==> config.mk <==
export PLATFORM = sky130hd
export DESIGN_NAME = rgb_to_hsv_converter
export DESIGN_NICKNAME = d
export VERILOG_FILES = /design/src/hw/rtl/rgbhsv_pkg.sv /design/src/hw/rtl/rgbhsv_div.sv /design/src/hw/rtl/rgb_to_hsv_converter.sv
export SDC_FILE = /design/constraint.sdc
export NUM_CORES = 1
export LEC_CHECK = 0
export ABC_AREA = 1
export BUFFER_PORTS_ARGS = -buffer_cell sky130_fd_sc_hd__buf_2
export CAP_MARGIN = 20
export CORE_MARGIN = 1
export CORE_UTILIZATION = 60
export CTS_BUF_LIST = sky130_fd_sc_hd__clkbuf_16
export CTS_CLUSTER_DIAMETER = 150
export DETAILED_ROUTE_END_ITERATION = 10
export PLACE_DENSITY_LB_ADDON = 0.2
export SKIP_CTS_REPAIR_TIMING = 1
export SLEW_MARGIN = 40
export SYNTH_ARGS = -nofsm -noshare
export SYNTH_HDL_FRONTEND = slang
export SYNTH_SLANG_ARGS = --single-unit
export TNS_END_PERCENT = 100
==> constraint.sdc <==
create_clock -name clk -period 7.4 [get_ports clk]
set_clock_uncertainty 0.1 [all_clocks]
set_input_delay 0.37 -clock clk [delete_from_list [all_inputs] [get_ports clk]]
set_output_delay 0.37 -clock clk [all_outputs]
set_load 0.01 [all_outputs]
==> src/hw/rtl/rgbhsv_pkg.sv <==
// Shared types and constants for the RGB to HSV converter.
package rgbhsv_pkg;

	// Channel and result widths.
	localparam int CH_W    = 8;
	localparam int HUE_W   = 15;
	localparam int FRAC_W  = 12;
	localparam int NUM_H_W = CH_W + FRAC_W;
	localparam int NUM_S_W = CH_W + CH_W;

	// Hue constants in units of 1/64 degree.
	localparam logic [HUE_W-1:0] HUE_SIXTH = 15'd3840;
	localparam logic [HUE_W-1:0] HUE_GREEN = 15'd7680;
	localparam logic [HUE_W-1:0] HUE_BLUE  = 15'd15360;
	localparam logic [HUE_W-1:0] HUE_FULL  = 15'd23040;

	// Saturation scale, 255 stands for 1.0.
	localparam logic [CH_W-1:0] SAT_SCALE = 8'd255;

	// Sector codes: which channel is the largest.
	localparam logic [1:0] SECT_RED   = 2'd0;
	localparam logic [1:0] SECT_GREEN = 2'd1;
	localparam logic [1:0] SECT_BLUE  = 2'd2;

	// Per-pixel tag that travels alongside the two divisions.
	typedef struct packed {
		logic            grey;
		logic [1:0]      sector;
		logic            neg;
		logic [CH_W-1:0] value;
	} tag_t;

	// Side data carried through the saturation divider.
	typedef struct packed {
		tag_t               tag;
		logic [NUM_H_W-1:0] num_h;
		logic [CH_W-1:0]    delta;
	} sat_side_t;

	// Side data carried through the hue divider.
	typedef struct packed {
		tag_t            tag;
		logic [CH_W-1:0] sat;
	} hue_side_t;

endpackage

==> src/hw/rtl/rgbhsv_div.sv <==
// Pipelined restoring divider, one quotient bit per register stage.
module rgbhsv_div #(
	parameter int DEN_W  = 8,
	parameter int QUO_W  = 12,
	parameter int SIDE_W = 1,
	localparam int NUM_W = DEN_W + QUO_W
) (
	input  logic              clk,
	input  logic              arst_n,
	input  logic              in_valid,
	input  logic [NUM_W-1:0]  num,
	input  logic [DEN_W-1:0]  den,
	input  logic [SIDE_W-1:0] side,
	output logic              out_valid,
	output logic [QUO_W-1:0]  quo,
	output logic [SIDE_W-1:0] out_side
);

	// Stage registers; entry k holds the state after quotient bit k is settled.
	logic [QUO_W-1:0]  vld_s;
	logic [DEN_W-1:0]  rem_s  [QUO_W];
	logic [QUO_W-1:0]  quo_s  [QUO_W];
	logic [QUO_W-1:0]  num_s  [QUO_W];
	logic [DEN_W-1:0]  den_s  [QUO_W];
	logic [SIDE_W-1:0] side_s [QUO_W];

	logic [QUO_W-1:0]  vld_d;
	logic [DEN_W-1:0]  rem_d  [QUO_W];
	logic [QUO_W-1:0]  quo_d  [QUO_W];
	logic [QUO_W-1:0]  num_d  [QUO_W];
	logic [DEN_W-1:0]  den_d  [QUO_W];
	logic [SIDE_W-1:0] side_d [QUO_W];

	// One shift-compare-subtract step per stage. The quotient must fit in
	// QUO_W bits, so the top DEN_W numerator bits start out below the divisor.
	always_comb begin
		logic              p_vld;
		logic [DEN_W-1:0]  p_rem;
		logic [QUO_W-1:0]  p_quo;
		logic [QUO_W-1:0]  p_num;
		logic [DEN_W-1:0]  p_den;
		logic [SIDE_W-1:0] p_side;
		logic [DEN_W:0]    trial;
		logic              ge;
		for (int k = 0; k < QUO_W; k++) begin
			if (k == 0) begin
				p_vld  = in_valid;
				p_rem  = num[NUM_W-1:QUO_W];
				p_quo  = '0;
				p_num  = num[QUO_W-1:0];
				p_den  = den;
				p_side = side;
			end else begin
				p_vld  = vld_s[k-1];
				p_rem  = rem_s[k-1];
				p_quo  = quo_s[k-1];
				p_num  = num_s[k-1];
				p_den  = den_s[k-1];
				p_side = side_s[k-1];
			end
			trial = {p_rem, p_num[QUO_W-1-k]};
			ge    = (trial >= {1'b0, p_den});
			if (ge) begin
				rem_d[k] = DEN_W'(trial - {1'b0, p_den});
			end else begin
				rem_d[k] = DEN_W'(trial);
			end
			vld_d[k]  = p_vld;
			quo_d[k]  = {p_quo[QUO_W-2:0], ge};
			num_d[k]  = p_num;
			den_d[k]  = p_den;
			side_d[k] = p_side;
		end
	end

	// Valid bits follow the data through every stage.
	always_ff @(posedge clk or negedge arst_n) begin
		if (!arst_n) begin
			vld_s <= '0;
		end else begin
			vld_s <= vld_d;
		end
	end

	// Data registers, no reset needed.
	always_ff @(posedge clk) begin
		for (int k = 0; k < QUO_W; k++) begin
			rem_s[k]  <= rem_d[k];
			quo_s[k]  <= quo_d[k];
			num_s[k]  <= num_d[k];
			den_s[k]  <= den_d[k];
			side_s[k] <= side_d[k];
		end
	end

	assign out_valid = vld_s[QUO_W-1];
	assign quo       = quo_s[QUO_W-1];
	assign out_side  = side_s[QUO_W-1];

endmodule

==> src/hw/rtl/rgb_to_hsv_converter.sv <==
// Top level of the RGB to HSV converter: front end, two dividers, hue assembly.
//
// One pixel is accepted in every clock cycle at which start is high; busy is
// always low because the pipeline never stalls. Each pixel leaves as one beat
// on hue, saturation and brightness, marked by done, in arrival order. The
// pipeline is made of the two restoring dividers, which settle one quotient bit
// per stage: 8 stages for saturation and 12 for hue, plus three front-end
// stages and the output register.
// Results cannot be held off, so the receiver must take every beat.
module rgb_to_hsv_converter
	import rgbhsv_pkg::*;
(
	input  logic             clk,
	input  logic             arst_n,
	input  logic             start,
	output logic             busy,
	input  logic [CH_W-1:0]  red,
	input  logic [CH_W-1:0]  green,
	input  logic [CH_W-1:0]  blue,
	output logic             done,
	output logic [HUE_W-1:0] hue,
	output logic [CH_W-1:0]  saturation,
	output logic [CH_W-1:0]  brightness
);

	localparam int LATENCY = 3 + CH_W + FRAC_W + 1;
	localparam int SAT_SIDE_W = $bits(sat_side_t);
	localparam int HUE_SIDE_W = $bits(hue_side_t);

	// The pipeline moves every cycle, so it is never busy.
	assign busy = 1'b0;

	// Stage 1: register the input beat.
	logic            vld_s1;
	logic [CH_W-1:0] red_s1, green_s1, blue_s1;

	always_ff @(posedge clk or negedge arst_n) begin
		if (!arst_n) begin
			vld_s1 <= 1'b0;
		end else begin
			vld_s1 <= start && !busy;
		end
	end

	always_ff @(posedge clk) begin
		red_s1   <= red;
		green_s1 <= green;
		blue_s1  <= blue;
	end

	// Stage 2: largest and smallest channel, sector and signed difference.
	logic            vld_s2;
	logic [CH_W-1:0] mx_s2, delta_s2, diff_s2;
	logic [1:0]      sector_s2;
	logic            neg_s2;

	logic [CH_W-1:0] mx_c, mn_c, rg_max, rg_min, pos_c, neg_c;
	logic [1:0]      sector_c;

	always_comb begin
		rg_max = (red_s1 > green_s1) ? red_s1 : green_s1;
		rg_min = (red_s1 < green_s1) ? red_s1 : green_s1;
		mx_c   = (rg_max > blue_s1) ? rg_max : blue_s1;
		mn_c   = (rg_min < blue_s1) ? rg_min : blue_s1;
		// Red wins ties over green, green over blue.
		if (red_s1 == mx_c) begin
			sector_c = SECT_RED;
			pos_c    = green_s1;
			neg_c    = blue_s1;
		end else if (green_s1 == mx_c) begin
			sector_c = SECT_GREEN;
			pos_c    = blue_s1;
			neg_c    = red_s1;
		end else begin
			sector_c = SECT_BLUE;
			pos_c    = red_s1;
			neg_c    = green_s1;
		end
	end

	always_ff @(posedge clk or negedge arst_n) begin
		if (!arst_n) begin
			vld_s2 <= 1'b0;
		end else begin
			vld_s2 <= vld_s1;
		end
	end

	always_ff @(posedge clk) begin
		mx_s2     <= mx_c;
		delta_s2  <= mx_c - mn_c;
		sector_s2 <= sector_c;
		neg_s2    <= (pos_c < neg_c);
		diff_s2   <= (pos_c < neg_c) ? (neg_c - pos_c) : (pos_c - neg_c);
	end

	// Stage 3: scale the two numerators by constants.
	logic               vld_s3;
	logic [NUM_H_W-1:0] num_h_s3;
	logic [NUM_S_W-1:0] num_s_s3;
	logic [CH_W-1:0]    delta_s3;
	tag_t               tag_s3;

	always_ff @(posedge clk or negedge arst_n) begin
		if (!arst_n) begin
			vld_s3 <= 1'b0;
		end else begin
			vld_s3 <= vld_s2;
		end
	end

	always_ff @(posedge clk) begin
		num_h_s3      <= NUM_H_W'(diff_s2) * NUM_H_W'(HUE_SIXTH);
		num_s_s3      <= NUM_S_W'(delta_s2) * NUM_S_W'(SAT_SCALE);
		delta_s3      <= delta_s2;
		tag_s3.grey   <= (delta_s2 == '0);
		tag_s3.sector <= sector_s2;
		tag_s3.neg    <= neg_s2;
		tag_s3.value  <= mx_s2;
	end

	// Saturation divider: 255 * delta / max.
	sat_side_t sat_in_side, sat_out_side;
	logic      sat_vld;
	logic [CH_W-1:0] sat_quo;

	assign sat_in_side.tag   = tag_s3;
	assign sat_in_side.num_h = num_h_s3;
	assign sat_in_side.delta = delta_s3;

	rgbhsv_div #(
		.DEN_W (CH_W),
		.QUO_W (CH_W),
		.SIDE_W(SAT_SIDE_W)
	) u_sat_div (
		.clk      (clk),
		.arst_n   (arst_n),
		.in_valid (vld_s3),
		.num      (num_s_s3),
		.den      (tag_s3.value),
		.side     (sat_in_side),
		.out_valid(sat_vld),
		.quo      (sat_quo),
		.out_side (sat_out_side)
	);

	// Hue divider: 3840 * difference / delta.
	hue_side_t hue_in_side, hue_out_side;
	logic      hue_vld;
	logic [FRAC_W-1:0] frac;

	assign hue_in_side.tag = sat_out_side.tag;
	// A black pixel would divide by zero; its saturation is zero.
	assign hue_in_side.sat = (sat_out_side.tag.value == '0) ? '0 : sat_quo;

	rgbhsv_div #(
		.DEN_W (CH_W),
		.QUO_W (FRAC_W),
		.SIDE_W(HUE_SIDE_W)
	) u_hue_div (
		.clk      (clk),
		.arst_n   (arst_n),
		.in_valid (sat_vld),
		.num      (sat_out_side.num_h),
		.den      (sat_out_side.delta),
		.side     (hue_in_side),
		.out_valid(hue_vld),
		.quo      (frac),
		.out_side (hue_out_side)
	);

	// Stage 4: add the sector offset, wrap negative hues and zero the hue of grey pixels.
	logic             vld_s4;
	logic [HUE_W-1:0] hue_s4;
	logic [CH_W-1:0]  sat_s4, val_s4;

	logic [HUE_W-1:0] base_c, frac_c, hue_c;

	always_comb begin
		frac_c = HUE_W'(frac);
		case (hue_out_side.tag.sector)
			SECT_RED:   base_c = '0;
			SECT_GREEN: base_c = HUE_GREEN;
			SECT_BLUE:  base_c = HUE_BLUE;
			default:    base_c = '0;
		endcase
		if (hue_out_side.tag.grey) begin
			hue_c = '0;
		end else if (!hue_out_side.tag.neg) begin
			hue_c = base_c + frac_c;
		end else if (hue_out_side.tag.sector == SECT_RED && frac_c != '0) begin
			hue_c = HUE_FULL - frac_c;
		end else begin
			hue_c = base_c - frac_c;
		end
	end

	always_ff @(posedge clk or negedge arst_n) begin
		if (!arst_n) begin
			vld_s4 <= 1'b0;
		end else begin
			vld_s4 <= hue_vld;
		end
	end

	always_ff @(posedge clk) begin
		hue_s4 <= hue_c;
		sat_s4 <= hue_out_side.sat;
		val_s4 <= hue_out_side.tag.value;
	end

	assign done       = vld_s4;
	assign hue        = hue_s4;
	assign saturation = sat_s4;
	assign brightness = val_s4;

`ifndef NO_ASSERTIONS
	// Every result beat comes from an accepted pixel a fixed time earlier.
	a_done_has_source: assert property (@(posedge clk) disable iff (!arst_n)
		done |-> $past(start && !busy, LATENCY))
		else $error("result beat without a matching input beat");

	// Every accepted pixel yields a result beat after the fixed latency.
	a_start_gives_done: assert property (@(posedge clk) disable iff (!arst_n)
		(start && !busy) |-> ##LATENCY done)
		else $error("input beat lost in the pipeline");

	// Hue stays below a full turn.
	a_hue_range: assert property (@(posedge clk) disable iff (!arst_n)
		done |-> (hue < HUE_FULL))
		else $error("hue out of range");

	// A black pixel has zero hue and saturation.
	a_black_pixel: assert property (@(posedge clk) disable iff (!arst_n)
		(done && brightness == '0) |-> (hue == '0 && saturation == '0))
		else $error("black pixel with nonzero hue or saturation");
`endif

endmodule

==> results of run 1 <==
registers in the layout (all words and copies together) (netlist names), 12 cells and up:
signal / flops
num_h_s3: 12
hue: 15
u_hue_div.side_s: 240
num_s_s3: 15
u_hue_div.den_s: 88
u_sat_div.num_s: 29
sat_in_side: 12
u_hue_div.quo_s: 78
u_sat_div.quo_s: 36
u_sat_div.rem_s: 56
u_sat_div.side_s: 186
u_sat_div.den_s: 62
u_hue_div.rem_s: 88
u_hue_div.vld_s: 12
layer usage:
layer | part of all wire (%) | up-vias | GRT usage, %
met4 | 3.1 | 0 | 8.51
met2 | 52 | 297 | 37.0
met1 | 41 | 9315 | 21.7
li1 | - | 10270 | -
met3 | 3.4 | 128 | 3.64
met5 | 0 | - | 0
kinds of logic (layout without fill, tap and decap cells):
family	Yosys count	count (layout)	synth area share, %
buf+inv	489	726	5.58
mux	1	1	0.0297
simple gates	740	740	9.34
compound gates	407	407	6.83
xor+xnor	126	126	3.27
other cells	1	1	0.0111
flops	1022	1022	61.0
fa+ha+maj	336	336	13.9
Yosys cell counts, types with 2 or more instances:
master	n
a211o_1	3
or2_2	5
dfxtp_1	998
o221ai_1	3
o211ai_1	8
a31oi_1	9
nand3_1	80
inv_2	13
and3_1	3
xor2_1	101
nor2_2	7
or4_1	2
buf_6	4
nand2_2	17
buf_2	4
o21ai_0	126
o31ai_1	7
a21oi_1	204
clkbuf_1	23
inv_1	442
nor4_1	4
xnor2_1	25
a211oi_1	12
o21bai_1	8
buf_4	2
or3_1	2
nand3_2	5
and2_1	5
a21o_1	4
nand4_1	21
nand2_1	275
nor3_1	32
nand2_4	2
nor3b_1	3
dfrtp_1	24
a221oi_1	7
o22ai_1	3
ha_1	271
fa_1	65
nor2_1	276
a221oi_2	8
cell type report:
type                            instances  area [µm²]  area share [%]
Clock inverter                         78         577            1.51
Sequential cell                      1022       20600            54.0
Timing Repair Buffer                   95         623            1.63
Tap cell                              748         936            2.45
Clock buffer                           97        2430            6.37
Inverter                              456        1720            4.50
Multi-Input combinational cell       1611       11300            29.6
stage by stage:
stage / worst slack [ps] / hold slack (ps) / utilization (%) / area, µm²
floorplan: 1880 / -25.6 / - / 33700
global placement: 736 / 210 / 63.0 / 34800
detailed placement: 534 / 212 / 63.0 / 34900
CTS: 491 / -433 / 68.5 / 37900
global route: 103 / 180 / 68.9 / 38100
finish: 640 / 148 / 68.9 / 38100
worst max-delay path: cells and delay by family (launching register included):
family / cells / cell delay, ps
AND/OR/NAND/NOR: 25 / 2550
buffers and inverters: 9 / 1220
AO/OA/AOI/OAI: 6 / 1050
adder cells (fa/ha/maj): 3 / 990
flip-flops: 1 / 540
XOR/XNOR: 1 / 160
how the worst max path moves through the flow:
stage	slack (ps)	depth (start not counted)	to	start
CTS	490	40	diff_s2[6]	green_s1[1]
floorplan	1880	42	diff_s2[3]	green_s1[3]
finish	640	44	diff_s2[7]	green_s1[1]
global route	100	41	diff_s2[6]	green_s1[1]
global placement	740	38	diff_s2[6]	green_s1[7]
detailed placement	530	40	diff_s2[6]	green_s1[1]
==> qor.csv, run 1 <==
metric,value,unit
status,completed,
fill cell count,4062,
input/output buffers,58,
cell taking the most area after synthesis,dfxtp_1,
first-pass GRT wire length,91600,µm
synthesized area per cell,10.8,µm²
Setup CP Type,reg2reg,
DRC Markers,0,
clock root buffer,clkbuf_16,
Clock Latency Late Sink,640,ps
CP max FO,28,
detailed placer's ending HPWL,39100,µm
pin count of the biggest net entering global routing,29,
Slew @ Worst Pin,714,ps
Worst EP required,7830,ps
synth unique cells,50,
endpoint class of the critical path,flop,
most frequent cells in the layout,"998 x dfxtp_1, 455 x inv_1, 275 x nand2_1, 274 x nor2_1, 271 x ha_1",
Non-Filler Instances,4107,
Final Cycle Share,91.3,%
wire length per cell,13.4,µm
share of cells above drive strength 1,8.10,%
initial antenna violation count,1,
die height,239,µm
TritonRoute pass-1 iters,5,
Post-Route WL,55000,µm
die footprint,0.0572,mm²
Main synth FF type,dfxtp_1,
Congestion Overflow GR,0,
top-area cell type share of the netlist area,59.2,%
row count,86,
GPL Wtd Cong,0.838,
CTS Buf Count,95,
"Area growth, synth to finish",13.1,%
initial drt markers,757,
antenna-violating nets left,0,
cells after synthesis,3122,
Num Clock Sinks,1022,
ys async rst share,2.35,%
Initial Util,61.0,%
Startpoint Class,flop,
vias in the first global route,20301,
number of placed I/O pins,60,
"most common cell after layout, fill and taps aside",dfxtp_1,
Vias/cell,4.87,
H-tree depth,3,
WP data arrival,7180,ps
DR vias,20010,
Rel. slew slack,52.2,%
CTS tree,done,
Total GRT Usage,19.8,%
n_diodes,0,
mapped cell area,0.0337,mm²
nets,3644,
"Largest stage delay, worst path",540,ps
sequential fraction of the synthesis area,61.0,%
number of flops mapped to enable cells by yosys,0,
worst reg2reg path depth,44,
Max Clk Rate,148,MHz
Critical R2R Launch,green_s1[1],
Bufs on Longest Clock Path,3,
placed cell count,3906,
Syn Nets,3485,
die width,239,µm
FF-to-FF End,diff_s2[7],
fin. max-slew vios,0,
RSZ-0062 raised after global routing,no,
MaxCap Viol Count,0,
Worst-path clk slew,60,ps
Period minus WS final,6760,ps
Worst Hold Class,in2async,
Hold Fails Final Rpt,0,
setup violation total in the final timing report,0,
flop-to-flop setup slack,640,ps
Setup TNS Final,0,ps
Synth area leaders,"dfxtp_1 59%, ha_1 10%, inv_1 4.9%, fa_1 3.9%, nor2_1 3.1%",
post-synthesis register bit count,1022,
"Slowest-stage cell, CP",dfxtp_1,
core area,0.0553,mm²
"most used cell, CP",nand2_1,
synth warn,0,
Power of run 1 is not shown: default switching activity piles up to over one toggle a cycle in this logic, so the estimate is an artifact.
==> run 2: changes to the inputs <==
CELL_PAD_IN_SITES_DETAIL_PLACEMENT = 0   (was unset)
CELL_PAD_IN_SITES_GLOBAL_PLACEMENT = 1   (was unset)
CORE_UTILIZATION = 50   (was 60)
==> run 2 against run 1 <==
Cell area up 0.95%. Sequential cell count unchanged. Global-route usage shrank 3.7 points. Via count down 1.3%.
==> qor.csv, run 2 (synthesis results as in run 1) <==
metric,value,unit
DP Worst Slack,669,ps
Setup CP Type,reg2reg,
GPL Wtd Cong,0.851,
clock root buffer,clkbuf_16,
share of cells above drive strength 1,8.25,%
H-tree depth,3,
Worst Setup SP,green_s1[3],
"most used cell, CP",nand2_1,
DRC Markers,0,
"Largest stage delay, worst path",540,ps
wire length per cell,12.8,µm
die footprint,0.0685,mm²
die width,262,µm
Setup TNS Final,0,ps
antenna-violating nets left,0,
nets,3643,
Period minus WS final,6740,ps
status,completed,
n_diodes,0,
busiest grt layer,met2,
Initial Util,50.9,%
most frequent cells in the layout,"998 x dfxtp_1, 456 x inv_1, 275 x nand2_1, 274 x nor2_1, 271 x ha_1",
Worst Hold Class,in2async,
worst setup margin,656,ps
detailed placer's ending HPWL,39700,µm
setup violation total in the final timing report,0,
TritonRoute pass-1 iters,5,
Congestion Overflow GR,0,
Startpoint Class,flop,
core area,0.0662,mm²
fin. max-slew vios,0,
biggest regs,"u_hue_div.side_s x240, u_sat_div.side_s x186",
CTS tree,done,
MaxCap Viol Count,0,
Worst EP required,7810,ps
die height,262,µm
met2 Resource Use GR,29.9,%
fill cell count,5538,
Finished Core Util,58.1,%
initial antenna violation count,0,
Hold Fails Final Rpt,0,
end of the critical path,diff_s2[6],
Total GRT Usage,16.1,%
M1 GR Usage,17.8,%
vias in the first global route,19869,
"Slowest-stage cell, CP",dfxtp_1,
input/output buffers,58,
CTS Buf Count,96,
max reg flops,240,
Rel. slew slack,50.7,%
row count,94,
Slew @ Worst Pin,737,ps
Num Clock Sinks,1022,
Bufs on Longest Clock Path,3,
Post-Route WL,54200,µm
endpoint class of the critical path,flop,
CP max FO,28,
"most common cell after layout, fill and taps aside",dfxtp_1,
Max Clk Rate,148,MHz
met3 usage,3.00,%
pin count of the biggest net entering global routing,29,
Final Cycle Share,91.1,%
Clock Latency Late Sink,660,ps
Critical R2R Launch,green_s1[3],
RSZ-0062 raised after global routing,no,
Vias/cell,4.68,
Top reg by flops,u_hue_div.side_s,
number of placed I/O pins,60,
first-pass GRT wire length,90100,µm
"Area growth, synth to finish",14.1,%
worst reg2reg path depth,38,
Worst-path clk slew,60,ps
DR vias,19757,
initial drt markers,764,
WP data arrival,7160,ps
FF-to-FF End,diff_s2[6],
flop-to-flop setup slack,660,ps
## run 2: cell types whose count changed in the layout (fill, tap and decap cells not counted), sizes merged
| cell | previous run | this run |
|---|---|---|
| inv | 474 | 472 |
| clkinvlp | 14 | 7 |
| buf | 69 | 67 |
| clkinv | 42 | 47 |
| clkbuf | 97 | 96 |
| bufinv | 4 | 10 |
## run 2: worst max-delay path, delay by kind of cell (launching register included)
kind	cells	cell delay, ps
and+or+nand+nor	16	1980
AOI/OAI and AO/OA	8	1500
buffers and inverters	9	1160
adders and majority gates	3	1000
DFF	1	540
xor gates and xnor gates	2	320
## run 2: metrics by stage
stage	std cells	cell area (µm²)	hold slack (ps)
floorplan	3122	33700	-25.6
global placement	4020	35000	209
detailed placement	4020	35000	212
CTS	4196	38200	-458
global route	4222	38500	135
finish	4222	38500	110
## run 2: per-layer routing
metal	vias to the layer above	share of wire [%]
met5	-	0
met1	9101	42
met4	0	3.4
met2	264	51
li1	10263	-
met3	129	3.4
## run 2: worst min-delay path by stage
stage               slack [ps]  depth (start not counted)                        to               startpoint
detailed placement         210                          0  u_sat_div.side_s[1][124]  u_sat_div.side_s[1][84]
CTS                       -460                          1       u_hue_div.vld_s[11]                   arst_n
finish                     110                          2                      done                   arst_n
global placement           210                          0   u_hue_div.side_s[1][36]  u_hue_div.side_s[1][16]
floorplan                  -30                          0                      done                   arst_n
global route               130                          2                      done                   arst_n
## run 2: cell type report
cell class	instances	area (µm²)	share of cell area, %
clock buffer	96	2400	6.24
tap	864	1080	2.81
multi-input combinational	1611	11300	29.3
inverter	456	1720	4.46
timing repair buffer	93	618	1.61
clock inverter	80	822	2.14
sequential	1022	20600	53.5
Power of run 2 is left out for the same reason.
